File: src/rtl/falru_pkg.sv
// ----------------------------------------------------------------------------
// falru_pkg
// Shared types and constants of the fully associative translation buffer.
// ----------------------------------------------------------------------------
`default_nettype none

package falru_pkg;

	localparam logic [1:0] OP_LOOKUP = 2'd0;
	localparam logic [1:0] OP_INSERT = 2'd1;
	localparam logic [1:0] OP_EVICT  = 2'd2;

	// Replacement only considers stamps strictly below this limit.
	localparam int          LIMIT_W     = 20;
	localparam logic [19:0] STAMP_LIMIT = 20'd999999;

	typedef struct packed {
		logic [1:0]  opcode;
		logic [19:0] access_count;
		logic [7:0]  virt_page;
		logic [15:0] phys_page;
	} req_t;

	typedef struct packed {
		logic        hit;
		logic [15:0] found_page;
	} rsp_t;

endpackage

`default_nettype wire

File: src/rtl/falru_mem.sv
// ----------------------------------------------------------------------------
// falru_mem
// Entry storage: one write port, one read port, registered read data.
// ----------------------------------------------------------------------------
`default_nettype none

module falru_mem #(
	parameter int DEPTH = 16,
	parameter int WIDTH = 44
) (
	input  wire logic                     clk,
	input  wire logic                     we,
	input  wire logic [$clog2(DEPTH)-1:0] waddr,
	input  wire logic [WIDTH-1:0]         wdata,
	input  wire logic                     re,
	input  wire logic [$clog2(DEPTH)-1:0] raddr,
	output logic      [WIDTH-1:0]         rdata
);

	logic [WIDTH-1:0] ram_q [DEPTH];
	logic [WIDTH-1:0] rdata_q;

	always_ff @(posedge clk) begin
		if (we) begin
			ram_q[waddr] <= wdata;
		end
		if (re) begin
			rdata_q <= ram_q[raddr];
		end
	end

	assign rdata = rdata_q;

endmodule

`default_nettype wire

File: src/rtl/falru_seq.sv
// ----------------------------------------------------------------------------
// falru_seq
// Sequencer: walks the entry memory one line per cycle for lookup, evict and
// replacement choice, and holds the valid bits.
// ----------------------------------------------------------------------------
`default_nettype none

module falru_seq import falru_pkg::*; #(
	parameter int ENTRIES    = 16,
	parameter int KEY_BITS   = 8,
	parameter int FRAME_BITS = 16,
	parameter int STAMP_BITS = 20
) (
	input  wire logic                                       clk,
	input  wire logic                                       arst_n,
	input  wire logic                                       req_valid,
	output logic                                            req_stall,
	input  wire req_t                                       req_data,
	input  wire logic                                       out_free,
	output logic                                            res_push,
	output rsp_t                                            res_data,
	output logic                                            mem_we,
	output logic [$clog2(ENTRIES)-1:0]                      mem_waddr,
	output logic [KEY_BITS+FRAME_BITS+STAMP_BITS-1:0]       mem_wdata,
	output logic                                            mem_re,
	output logic [$clog2(ENTRIES)-1:0]                      mem_raddr,
	input  wire logic [KEY_BITS+FRAME_BITS+STAMP_BITS-1:0]  mem_rdata
);

	localparam int IDX_W = $clog2(ENTRIES);
	localparam logic [IDX_W-1:0] LAST_IDX = IDX_W'(ENTRIES - 1);

	localparam logic [1:0] ST_IDLE = 2'd0;
	localparam logic [1:0] ST_SCAN = 2'd1;
	localparam logic [1:0] ST_RESP = 2'd2;

	logic [1:0]            state_q;
	logic [1:0]            op_q;
	logic [KEY_BITS-1:0]   key_q;
	logic [FRAME_BITS-1:0] frame_q;
	logic [STAMP_BITS-1:0] stamp_q;
	logic [ENTRIES-1:0]    valid_q;
	logic [IDX_W-1:0]      iss_q;
	logic                  iss_done_q;
	logic                  chk_vld_s1;
	logic [IDX_W-1:0]      chk_idx_s1;
	logic [LIMIT_W-1:0]    best_q;
	logic [IDX_W-1:0]      victim_q;
	rsp_t                  res_q;

	logic [31:0]           key_ext, frame_ext, stamp_ext;
	logic [KEY_BITS-1:0]   in_key;
	logic [FRAME_BITS-1:0] in_frame;
	logic [STAMP_BITS-1:0] in_stamp;
	logic                  any_free;
	logic [IDX_W-1:0]      first_free;
	logic                  accept;
	logic [KEY_BITS-1:0]   rd_key;
	logic [FRAME_BITS-1:0] rd_frame;
	logic [STAMP_BITS-1:0] rd_stamp;
	logic [31:0]           rd_stamp_ext, rd_frame_ext;
	logic                  hit_now, last_chk;
	logic [LIMIT_W-1:0]    cand_best;
	logic [IDX_W-1:0]      cand_victim;

	assign key_ext   = 32'(req_data.virt_page);
	assign frame_ext = 32'(req_data.phys_page);
	assign stamp_ext = 32'(req_data.access_count);
	assign in_key    = key_ext[KEY_BITS-1:0];
	assign in_frame  = frame_ext[FRAME_BITS-1:0];
	assign in_stamp  = stamp_ext[STAMP_BITS-1:0];

	assign req_stall = (state_q != ST_IDLE);
	assign accept    = req_valid && !req_stall;

	assign any_free = ~&valid_q;
	always_comb begin
		first_free = '0;
		for (int i = ENTRIES - 1; i >= 0; i--) begin
			if (!valid_q[i]) begin
				first_free = IDX_W'(i);
			end
		end
	end

	assign rd_key       = mem_rdata[KEY_BITS+FRAME_BITS+STAMP_BITS-1 -: KEY_BITS];
	assign rd_frame     = mem_rdata[FRAME_BITS+STAMP_BITS-1 -: FRAME_BITS];
	assign rd_stamp     = mem_rdata[STAMP_BITS-1:0];
	assign rd_stamp_ext = 32'(rd_stamp);
	assign rd_frame_ext = 32'(rd_frame);

	assign hit_now  = chk_vld_s1 && valid_q[chk_idx_s1] && (rd_key == key_q);
	assign last_chk = chk_vld_s1 && (chk_idx_s1 == LAST_IDX);

	// Running minimum over stamps below the limit; the earliest index wins ties.
	always_comb begin
		cand_best   = best_q;
		cand_victim = victim_q;
		if (chk_vld_s1 && (rd_stamp_ext < 32'(best_q))) begin
			cand_best   = rd_stamp_ext[LIMIT_W-1:0];
			cand_victim = chk_idx_s1;
		end
	end

	always_comb begin
		mem_re    = (state_q == ST_SCAN) && !iss_done_q;
		mem_raddr = iss_q;
		mem_we    = 1'b0;
		mem_waddr = first_free;
		mem_wdata = {in_key, in_frame, in_stamp};
		if (state_q == ST_IDLE) begin
			mem_we = accept && (req_data.opcode == OP_INSERT) && any_free;
		end else if (state_q == ST_SCAN) begin
			if (op_q == OP_LOOKUP && hit_now) begin
				mem_we    = 1'b1;
				mem_waddr = chk_idx_s1;
				mem_wdata = {rd_key, rd_frame, stamp_q};
			end else if (op_q == OP_INSERT && last_chk) begin
				mem_we    = 1'b1;
				mem_waddr = cand_victim;
				mem_wdata = {key_q, frame_q, stamp_q};
			end
		end
	end

	assign res_push = (state_q == ST_RESP) && out_free;
	assign res_data = res_q;

	// Control state.
	always_ff @(posedge clk or negedge arst_n) begin
		if (!arst_n) begin
			state_q    <= ST_IDLE;
			valid_q    <= '0;
			iss_q      <= '0;
			iss_done_q <= 1'b0;
			chk_vld_s1 <= 1'b0;
			op_q       <= OP_LOOKUP;
		end else begin
			chk_vld_s1 <= mem_re;
			unique case (state_q)
				ST_IDLE: begin
					if (accept) begin
						op_q       <= req_data.opcode;
						iss_q      <= '0;
						iss_done_q <= 1'b0;
						case (req_data.opcode)
							OP_LOOKUP, OP_EVICT: state_q <= ST_SCAN;
							OP_INSERT: begin
								if (any_free) begin
									valid_q[first_free] <= 1'b1;
								end else begin
									state_q <= ST_SCAN;
								end
							end
							default: state_q <= ST_IDLE;
						endcase
					end
				end
				ST_SCAN: begin
					if (mem_re) begin
						iss_q <= iss_q + 1'b1;
						if (iss_q == LAST_IDX) begin
							iss_done_q <= 1'b1;
						end
					end
					case (op_q)
						OP_LOOKUP: begin
							if (hit_now || last_chk) begin
								state_q <= ST_RESP;
							end
						end
						OP_EVICT: begin
							if (chk_vld_s1 && (rd_frame == frame_q)) begin
								valid_q[chk_idx_s1] <= 1'b0;
							end
							if (last_chk) begin
								state_q <= ST_IDLE;
							end
						end
						OP_INSERT: begin
							if (last_chk) begin
								valid_q[cand_victim] <= 1'b1;
								state_q <= ST_IDLE;
							end
						end
						default: state_q <= ST_IDLE;
					endcase
				end
				ST_RESP: begin
					if (out_free) begin
						state_q <= ST_IDLE;
					end
				end
				default: state_q <= ST_IDLE;
			endcase
		end
	end

	// Payload registers.
	always_ff @(posedge clk) begin
		chk_idx_s1 <= iss_q;
		if (accept) begin
			key_q    <= in_key;
			frame_q  <= in_frame;
			stamp_q  <= in_stamp;
			best_q   <= STAMP_LIMIT;
			victim_q <= '0;
		end else if (state_q == ST_SCAN) begin
			best_q   <= cand_best;
			victim_q <= cand_victim;
		end
		if (state_q == ST_SCAN && op_q == OP_LOOKUP) begin
			if (hit_now) begin
				res_q.hit        <= 1'b1;
				res_q.found_page <= rd_frame_ext[15:0];
			end else if (last_chk) begin
				res_q.hit        <= 1'b0;
				res_q.found_page <= '0;
			end
		end
	end

endmodule

`default_nettype wire

File: src/rtl/fully_associative_tlb_lru_top.sv
// ----------------------------------------------------------------------------
// fully_associative_tlb_lru_top
// Fully associative translation buffer with least-recently-used replacement.
// ----------------------------------------------------------------------------
// Requests enter on req_valid/req_data and are taken when req_stall is low.
// Each request is a lookup, an insert or an evict. Only a lookup returns a
// response, on rsp_valid/rsp_data, held until rsp_stall is low.
// Lines live in a single-port-read, single-port-write memory with registered
// read data; the sequencer reads one line per cycle.
// An insert into a buffer with a free line writes the first free line as it
// is taken. A full insert and an evict walk every line. A lookup walks until
// the first match or the last line, and its response then goes to the output
// register once that register is free.
// A new request is taken only once the previous one has finished; a response
// waiting in the output register does not block inserts or evicts.
// If the receiver stalls, a second lookup result waits in the sequencer and
// req_stall stays high until the output register frees up.
// Reset clears all valid bits and the handshake state; the line memory needs
// no clearing, since only valid lines are ever matched or replaced.
// ----------------------------------------------------------------------------
`default_nettype none

module fully_associative_tlb_lru_top import falru_pkg::*; #(
	parameter int ENTRIES    = 16,
	parameter int KEY_BITS   = 8,
	parameter int FRAME_BITS = 16,
	parameter int STAMP_BITS = 20
) (
	input  wire logic clk,
	input  wire logic arst_n,
	input  wire logic req_valid,
	output logic      req_stall,
	input  wire req_t req_data,
	output logic      rsp_valid,
	input  wire logic rsp_stall,
	output rsp_t      rsp_data
);

	localparam int IDX_W  = $clog2(ENTRIES);
	localparam int LINE_W = KEY_BITS + FRAME_BITS + STAMP_BITS;

	logic              mem_we, mem_re;
	logic [IDX_W-1:0]  mem_waddr, mem_raddr;
	logic [LINE_W-1:0] mem_wdata, mem_rdata;
	logic              out_free, res_push;
	rsp_t              res_data;
	logic              out_valid_q;
	rsp_t              out_q;

	falru_mem #(
		.DEPTH(ENTRIES),
		.WIDTH(LINE_W)
	) u_mem (
		.clk  (clk),
		.we   (mem_we),
		.waddr(mem_waddr),
		.wdata(mem_wdata),
		.re   (mem_re),
		.raddr(mem_raddr),
		.rdata(mem_rdata)
	);

	falru_seq #(
		.ENTRIES   (ENTRIES),
		.KEY_BITS  (KEY_BITS),
		.FRAME_BITS(FRAME_BITS),
		.STAMP_BITS(STAMP_BITS)
	) u_seq (
		.clk      (clk),
		.arst_n   (arst_n),
		.req_valid(req_valid),
		.req_stall(req_stall),
		.req_data (req_data),
		.out_free (out_free),
		.res_push (res_push),
		.res_data (res_data),
		.mem_we   (mem_we),
		.mem_waddr(mem_waddr),
		.mem_wdata(mem_wdata),
		.mem_re   (mem_re),
		.mem_raddr(mem_raddr),
		.mem_rdata(mem_rdata)
	);

	assign out_free = !out_valid_q || !rsp_stall;

	always_ff @(posedge clk or negedge arst_n) begin
		if (!arst_n) begin
			out_valid_q <= 1'b0;
		end else if (res_push) begin
			out_valid_q <= 1'b1;
		end else if (!rsp_stall) begin
			out_valid_q <= 1'b0;
		end
	end

	always_ff @(posedge clk) begin
		if (res_push) begin
			out_q <= res_data;
		end
	end

	assign rsp_valid = out_valid_q;
	assign rsp_data  = out_q;

	// A result is never pushed over one that the receiver has not taken.
	a_no_overwrite: assert property (@(posedge clk) disable iff (!arst_n)
		res_push |-> (!out_valid_q || !rsp_stall))
		else $error("response register overwritten");

	// A miss always reports page zero.
	a_miss_zero: assert property (@(posedge clk) disable iff (!arst_n)
		(rsp_valid && !rsp_data.hit) |-> (rsp_data.found_page == 16'd0))
		else $error("miss with nonzero page");

	// A lookup always occupies the sequencer for the following cycle.
	a_lookup_busy: assert property (@(posedge clk) disable iff (!arst_n)
		(req_valid && !req_stall && req_data.opcode == OP_LOOKUP) |=> req_stall)
		else $error("lookup did not hold off the next request");

endmodule

`default_nettype wire
File: config.mk
export PLATFORM = sky130hd
export DESIGN_NAME = fully_associative_tlb_lru_top
export DESIGN_NICKNAME = d
export VERILOG_FILES = /design/src/rtl/falru_pkg.sv /design/src/rtl/falru_mem.sv /design/src/rtl/falru_seq.sv /design/src/rtl/fully_associative_tlb_lru_top.sv
export SDC_FILE = /design/constraint.sdc
export NUM_CORES = 1
export LEC_CHECK = 0
export ABC_AREA = 1
export BUFFER_PORTS_ARGS = -buffer_cell sky130_fd_sc_hd__buf_2
export CAP_MARGIN = 20
export CORE_MARGIN = 3
export CORE_UTILIZATION = 51
export CTS_BUF_LIST = sky130_fd_sc_hd__clkbuf_4 sky130_fd_sc_hd__clkbuf_8
export DETAILED_ROUTE_END_ITERATION = 7
export HOLD_SLACK_MARGIN = 0.03
export PLACE_DENSITY = 0.77
export SYNTH_ARGS = -nofsm -noshare
export SYNTH_HDL_FRONTEND = slang
export SYNTH_SLANG_ARGS = --single-unit
File: constraint.sdc
create_clock -name clk -period 5.6 [get_ports clk]
set_input_delay 0.28 -clock clk [delete_from_list [all_inputs] [get_ports clk]]
set_output_delay 0.28 -clock clk [all_outputs]
set_load 0.01 [all_outputs]
==> run metrics, run 1 <==
Yosys cell types=50; DIE HEIGHT=270 um; Post-Syn Area=35500 um2; DRC violations left=0; buffers and inverters on the worst path=3; WHS Endpoint=u_seq.stamp_q[14]; DR pass1 iterations=8; nets@finish=3083; CTS tree=built; largest net degree at the start of global routing=188; starting density of the core=51.6%; total negative slack=0 ns; Slew HR=28.0%; final worst slack=1.54 ns; fmax=246 MHz; part of the cycle the worst path needs=72.5%; Core Footprint=68800 um2; Syn Inst Count=2855; CP peak stage delay=0.78 ns; clk_lat worst skew=0.79 ns; critical path required time=6.06 ns; Worst-path clk slew=0.06 ns; deepest clock path buffer count=3; net count of the mapped netlist=2928; worst slew pin tran=1.08 ns; post-synthesis sequential area ratio=73.3%; Avg Vias per Cell=6.01; reg2reg start=u_seq.chk_vld_s1; critical path class=flop to flop; Warnings, synthesis=0; WP data arrival=4.52 ns; pre-CTS setup slack=1.59 ns; Pwr Density=446 nW/um2; area grow syn2layout=13.7%; Tightest Hold Check Type=primary input to flop; worst reg2reg setup slack=1.54 ns; Pleak=0.0143 uW; detailed-route via count=24300; worst-path fanout max=39; Die W=270 um; DPL Wire Length=54.9 mm; first-pass GRT wire length=140 mm; Reg2Reg Depth=14; Setup Skew=0.0311 ns; minimum clock period=4.06 ns; # port buffers=68; vias in the first global route=23900; RSZ-0062 raised after global routing=no; total die area=72900 um2; H-tree levels=4; CP Launch Type=flop; DR iter-0 viols=3438; Hold Violations, Final=0; Post-DRT Antenna Nets=0; setup bufs post-CTS=0; syn avg cell area=12.4 um2; Synth Register Bits=881; drt wl/cell=22.8 um; IO Pins=69; final WL=92.2 mm; layout cells sized above 1=13.3%; max-slew violations=0; GRT Total Usage=25.0%; clock buffer count from CTS=135; VDD IR-drop max=0.254 mV; crit end category=flop; GPL Wtd Cong=0.901; Congestion Overflow GR=0; row cnt=96; Clk Tree Root Cell=clkbuf_8; Slowest-stage cell, CP=nor2_4; antenna violations before repair=6; outcome=complete, no violations; CP delay by family, top=simple AND/OR/NAND/NOR gates; final setup vio count=0; # clock sinks=881; crit-path cells=o21ai_0, nor2_1, nand3_1, nor2_1, nand3_4, nand2_2, nand2_2, buf_4, o21ai_1, inv_1, nor2_2, nand3_2, nor2_4, buf_4; maxcap violations=0; worst hold path depth=2; reg-to-reg critical path endpoint=u_mem.ram_q[5][13]; Worst Min Path Start=req_data[38]
[state kept, by name (all words and copies together) (netlist names)]
signal,cells
u_seq.op_q,2
u_mem.rdata,44
u_seq.valid_q,16
u_seq.res_data,17
u_seq.iss_done_q,1
u_seq.state_q,2
u_seq.frame_q,16
u_mem.ram_q,704
rsp_valid,1
u_seq.key_q,8
u_seq.mem_raddr,4
u_seq.chk_idx_s1,4
u_seq.best_q,20
u_seq.victim_q,4
rsp_data,17
u_seq.chk_vld_s1,1
u_seq.stamp_q,20
[layout by cell type (no fill, tap or decap), drive strengths merged, types with 5 or more instances in the layout]
| cell type | count |
|---|---|
| edfxtp | 826 |
| nand2 | 573 |
| o21ai | 298 |
| nor2 | 267 |
| clkbuf | 180 |
| a21oi | 147 |
| inv | 135 |
| buf | 124 |
| nand3 | 98 |
| o22ai | 68 |
| a221oi | 58 |
| dlygate4sd3 | 51 |
| clkinv | 38 |
| nand4 | 36 |
| o221ai | 31 |
| dfxtp | 28 |
| dfrtp | 27 |
| o211ai | 26 |
| ha | 23 |
| a22oi | 14 |
| a41oi | 8 |
| nor3 | 7 |
| xor2 | 6 |
| bufinv | 6 |
| a22o | 5 |
| nor4 | 5 |
| o31ai | 5 |
[Yosys cell counts (all sizes together)]
| cell type | n | area, um2 |
|---|---|---|
| a211oi | 1 | 7.51 |
| a21boi | 1 | 7.51 |
| a21oi | 147 | 736 |
| a221oi | 58 | 508 |
| a22o | 5 | 43.8 |
| a22oi | 14 | 105 |
| a31oi | 1 | 6.26 |
| a41oi | 8 | 70.1 |
| and2 | 2 | 13.8 |
| buf | 18 | 91.3 |
| clkbuf | 139 | 522 |
| dfrtp | 27 | 676 |
| dfxtp | 28 | 561 |
| edfxtp | 826 | 24800 |
| ha | 23 | 288 |
| inv | 129 | 487 |
| nand2 | 573 | 2180 |
| nand3 | 98 | 518 |
| nand3b | 1 | 20.0 |
| nand4 | 36 | 231 |
| nor2 | 267 | 1050 |
| nor3 | 7 | 35.0 |
| nor4 | 5 | 31.3 |
| o2111ai | 1 | 8.76 |
| o211ai | 26 | 195 |
| o21a | 1 | 7.51 |
| o21ai | 298 | 1500 |
| o221ai | 31 | 272 |
| o22ai | 68 | 425 |
| o311ai | 1 | 8.76 |
| o31ai | 5 | 37.5 |
| or2 | 1 | 6.26 |
| xnor2 | 3 | 26.3 |
| xor2 | 6 | 52.6 |
[area by class of cell]
type,count,area [um2]
antenna,1,2.50
clock buffer,180,2210
clock inverter,53,450
fill,5198,28400
inverter,129,494
multi-input combinational,1688,8570
sequential,881,26000
tap,931,1160
timing repair buffer,175,1460
[per-layer routing]
layer | global-route usage [%] | vias up | share of wire, %
met1 | 34.1 | 11700 | 38
met2 | 39.1 | 1521 | 47
met5 | 0 | - | 0.036
met3 | 6.20 | 227 | 12
met4 | 9.71 | 6 | 3.0
li1 | - | 10800 | -
[stage by stage]
step | instance area, um2 | cells | hold slack [ns] | util (%) | total power [uW]
6_report | 40400 | 4038 | 0.224 | 58.7 | 18000
5_1_grt | 40400 | 4038 | 0.199 | 58.7 | 18800
4_1_cts | 40400 | 4037 | 0.155 | 58.7 | 18000
3_5_place_dp | 37200 | 3753 | 0.371 | 54.1 | 12700
3_3_place_gp | 37200 | 3752 | 0.359 | 54.1 | 12500
2_1_floorplan | 35500 | 2855 | -0.0156 | - | 11100
[worst max-delay path by stage]
stage          slack [ns]  depth (start not counted)                 end                 from
2_1_floorplan        1.23                         13  u_mem.ram_q[11][0]      u_mem.rdata[19]
3_3_place_gp         1.62                         18  u_mem.ram_q[5][13]  u_seq.chk_idx_s1[0]
3_5_place_dp         1.59                         18  u_mem.ram_q[5][17]  u_seq.chk_idx_s1[0]
4_1_cts              1.56                         14  u_mem.ram_q[5][12]     u_seq.chk_vld_s1
5_1_grt              1.26                         18  u_mem.ram_q[5][14]  u_seq.chk_idx_s1[0]
6_report             1.54                         14  u_mem.ram_q[5][13]     u_seq.chk_vld_s1
[repair_timing]
action,4_1_cts,5_1_grt
resized for setup,0,0
endpoints found under the hold margin,91,0
hold buffers,51,0
[where the power goes]
group	switching (uW)	internal (uW)
Combinational	3240	1140
Sequential	357	7960
Clock	2450	2860
Total	6040	12000
[cells by family after synthesis]
kind of cell,Yosys count,synth area share (%)
XOR/XNOR,9,0.222
flip-flops,881,73.3
AO/OA/AOI/OAI,666,11.1
AND/OR/NAND/NOR,990,11.5
buffers and inverters,286,3.10
adder cells (fa/ha/maj),23,0.810
No activity file was read; power rests on OpenSTA's default activity.
==> inputs of run 2 (changes only) <==
PLACE_DENSITY = 0.8   (was 0.77)
clock period = 3.54 ns   (was 5.6 ns; I/O delays follow)
==> run metrics, run 2 (synthesis results as in run 1) <==
most common library cell in the layout ignoring fill and taps=edfxtp_1; GPL Wtd Cong=0.908; worst-path fanout max=18; CTS tree=built; worst hold path depth=2; # port buffers=68; vias in the first global route=23800; final worst slack=0.157 ns; final instance area=40900 um2; final WL=92.1 mm; crit end category=flop; DIE HEIGHT=270 um; total die area=72900 um2; final std cells w/o fill=4087; CP Launch Type=flop; Final Power=28900 uW; DR pass1 iterations=6; outcome=complete, no violations; GRT Total Usage=25.0%; commonest non-fill, non-tap cells in the layout=edfxtp_1 (826), nand2_1 (561), o21ai_0 (288), nor2_1 (237), a21oi_1 (147); Die W=270 um; deepest clock path buffer count=3; Post-DRT Antenna Nets=0; Top reg by flops=u_mem.ram_q; clock buffer count from CTS=137; critical path required time=3.97 ns; nets@finish=3128; pre-CTS setup slack=0.153 ns; Hold Violations, Final=0; DP Cell Count=3794; RSZ-0062 raised after global routing=no; Worst-path clk slew=0.06 ns; antenna violations before repair=5; Pwr Density=706 nW/um2; Clk Tree Root Cell=clkbuf_8; Congestion Overflow GR=0; placed cell area=37700 um2; starting density of the core=51.6%; Pleak=0.0146 uW; fill cell count=5049; DPL Wire Length=55.3 mm; fmax=296 MHz; minimum clock period=3.38 ns; row cnt=96; detailed-route via count=24500; first-pass GRT wire length=139 mm; maxcap violations=0; IO Pins=69; largest net degree at the start of global routing=174; layout cells sized above 1=14.0%; # clock sinks=881; Reg2Reg Depth=13; max-slew violations=0; Tightest Hold Check Type=primary input to flop; H-tree levels=4; drt wl/cell=22.5 um; Slew HR=37.4%; Avg Vias per Cell=5.99; WP data arrival=3.81 ns; Core Footprint=68800 um2; clk_lat worst skew=0.80 ns; worst slew pin tran=0.939 ns; DRC violations left=0; Setup Skew=0.0408 ns; number of flip-flops in the largest register=704; part of the cycle the worst path needs=95.6%; VDD IR-drop max=0.484 mV; area grow syn2layout=15.1%; DR iter-0 viols=3707; final setup vio count=0; critical path class=flop to flop
## run 2: layout make-up
class                   instances  area [um2]  area share, %
clock inverters                58         407          0.994
flip-flops and latches        881       26100           63.7
inverters                     129         494           1.21
clock buffers                 180        2240           5.48
repair buffers                218        2000           4.88
well taps                     931        1160           2.85
multi-input cells            1688        8540           20.9
diodes                          2        5.00         0.0122
## run 2: timing repair
action                                  CTS  global route
hold endpoints to repair                312             0
gates resized for setup                   0             3
hold buffers                             53             0
setup buffers                             0             0
endpoints found under the setup margin    0           292
## run 2: final timing paths
check	start	end	slack (ns)
max reg2reg	u_mem.rdata[19]	u_mem.ram_q[10][16]	0.16
max in group asynchronous	arst_n	u_seq.mem_raddr[0]	2.92
min reg2reg	u_seq.res_data[11]	rsp_data[11]	0.41
min in group asynchronous	arst_n	u_seq.valid_q[15]	0.42
min	req_data[35]	u_seq.stamp_q[11]	0.13
max	u_mem.rdata[19]	u_mem.ram_q[10][16]	0.16
## run 2: worst max-delay path, cell delays in order (launching register included)
cell and delay, ns:
edfxtp_1 0.40, ha_1 0.32, nand2_1 0.10, nor4_2 0.38
nand3_1 0.15, nand4_2 0.18, buf_4 0.18, nand2_1 0.06
o21ai_2 0.12, nor2_2 0.10, nor2_4 0.19, nand2_1 0.28
nor2_4 0.22, buf_4 0.35
## run 2: metal layers
| layer | GRT usage (%) | vias to the layer above | wire length [um] |
|---|---|---|---|
| li1 | - | 10800 | - |
| met1 | 34.4 | 11700 | 35500 |
| met2 | 38.2 | 1678 | 42400 |
| met3 | 6.93 | 215 | 11600 |
| met4 | 9.25 | 4 | 2570 |
| met5 | 0 | - | 32 |
## run 2: report_power, final
part | switching (uW) | total [uW] | internal (uW)
Clock | 3820 | 8300 | 4480
Combinational | 5540 | 7530 | 2000
Sequential | 448 | 13000 | 12600
Total | 9810 | 28900 | 19100
## run 2: per-stage QoR
step / TNS [ns] / util [%] / hold WS, ns
5_1_grt: 0 / 59.4 / 0.114
6_report: 0 / 59.4 / 0.129
3_3_place_gp: 0 / 54.8 / 0.235
4_1_cts: 0 / 59.4 / 0.0766
3_5_place_dp: 0 / 54.8 / 0.247
2_1_floorplan: -60.68 / - / -0.119
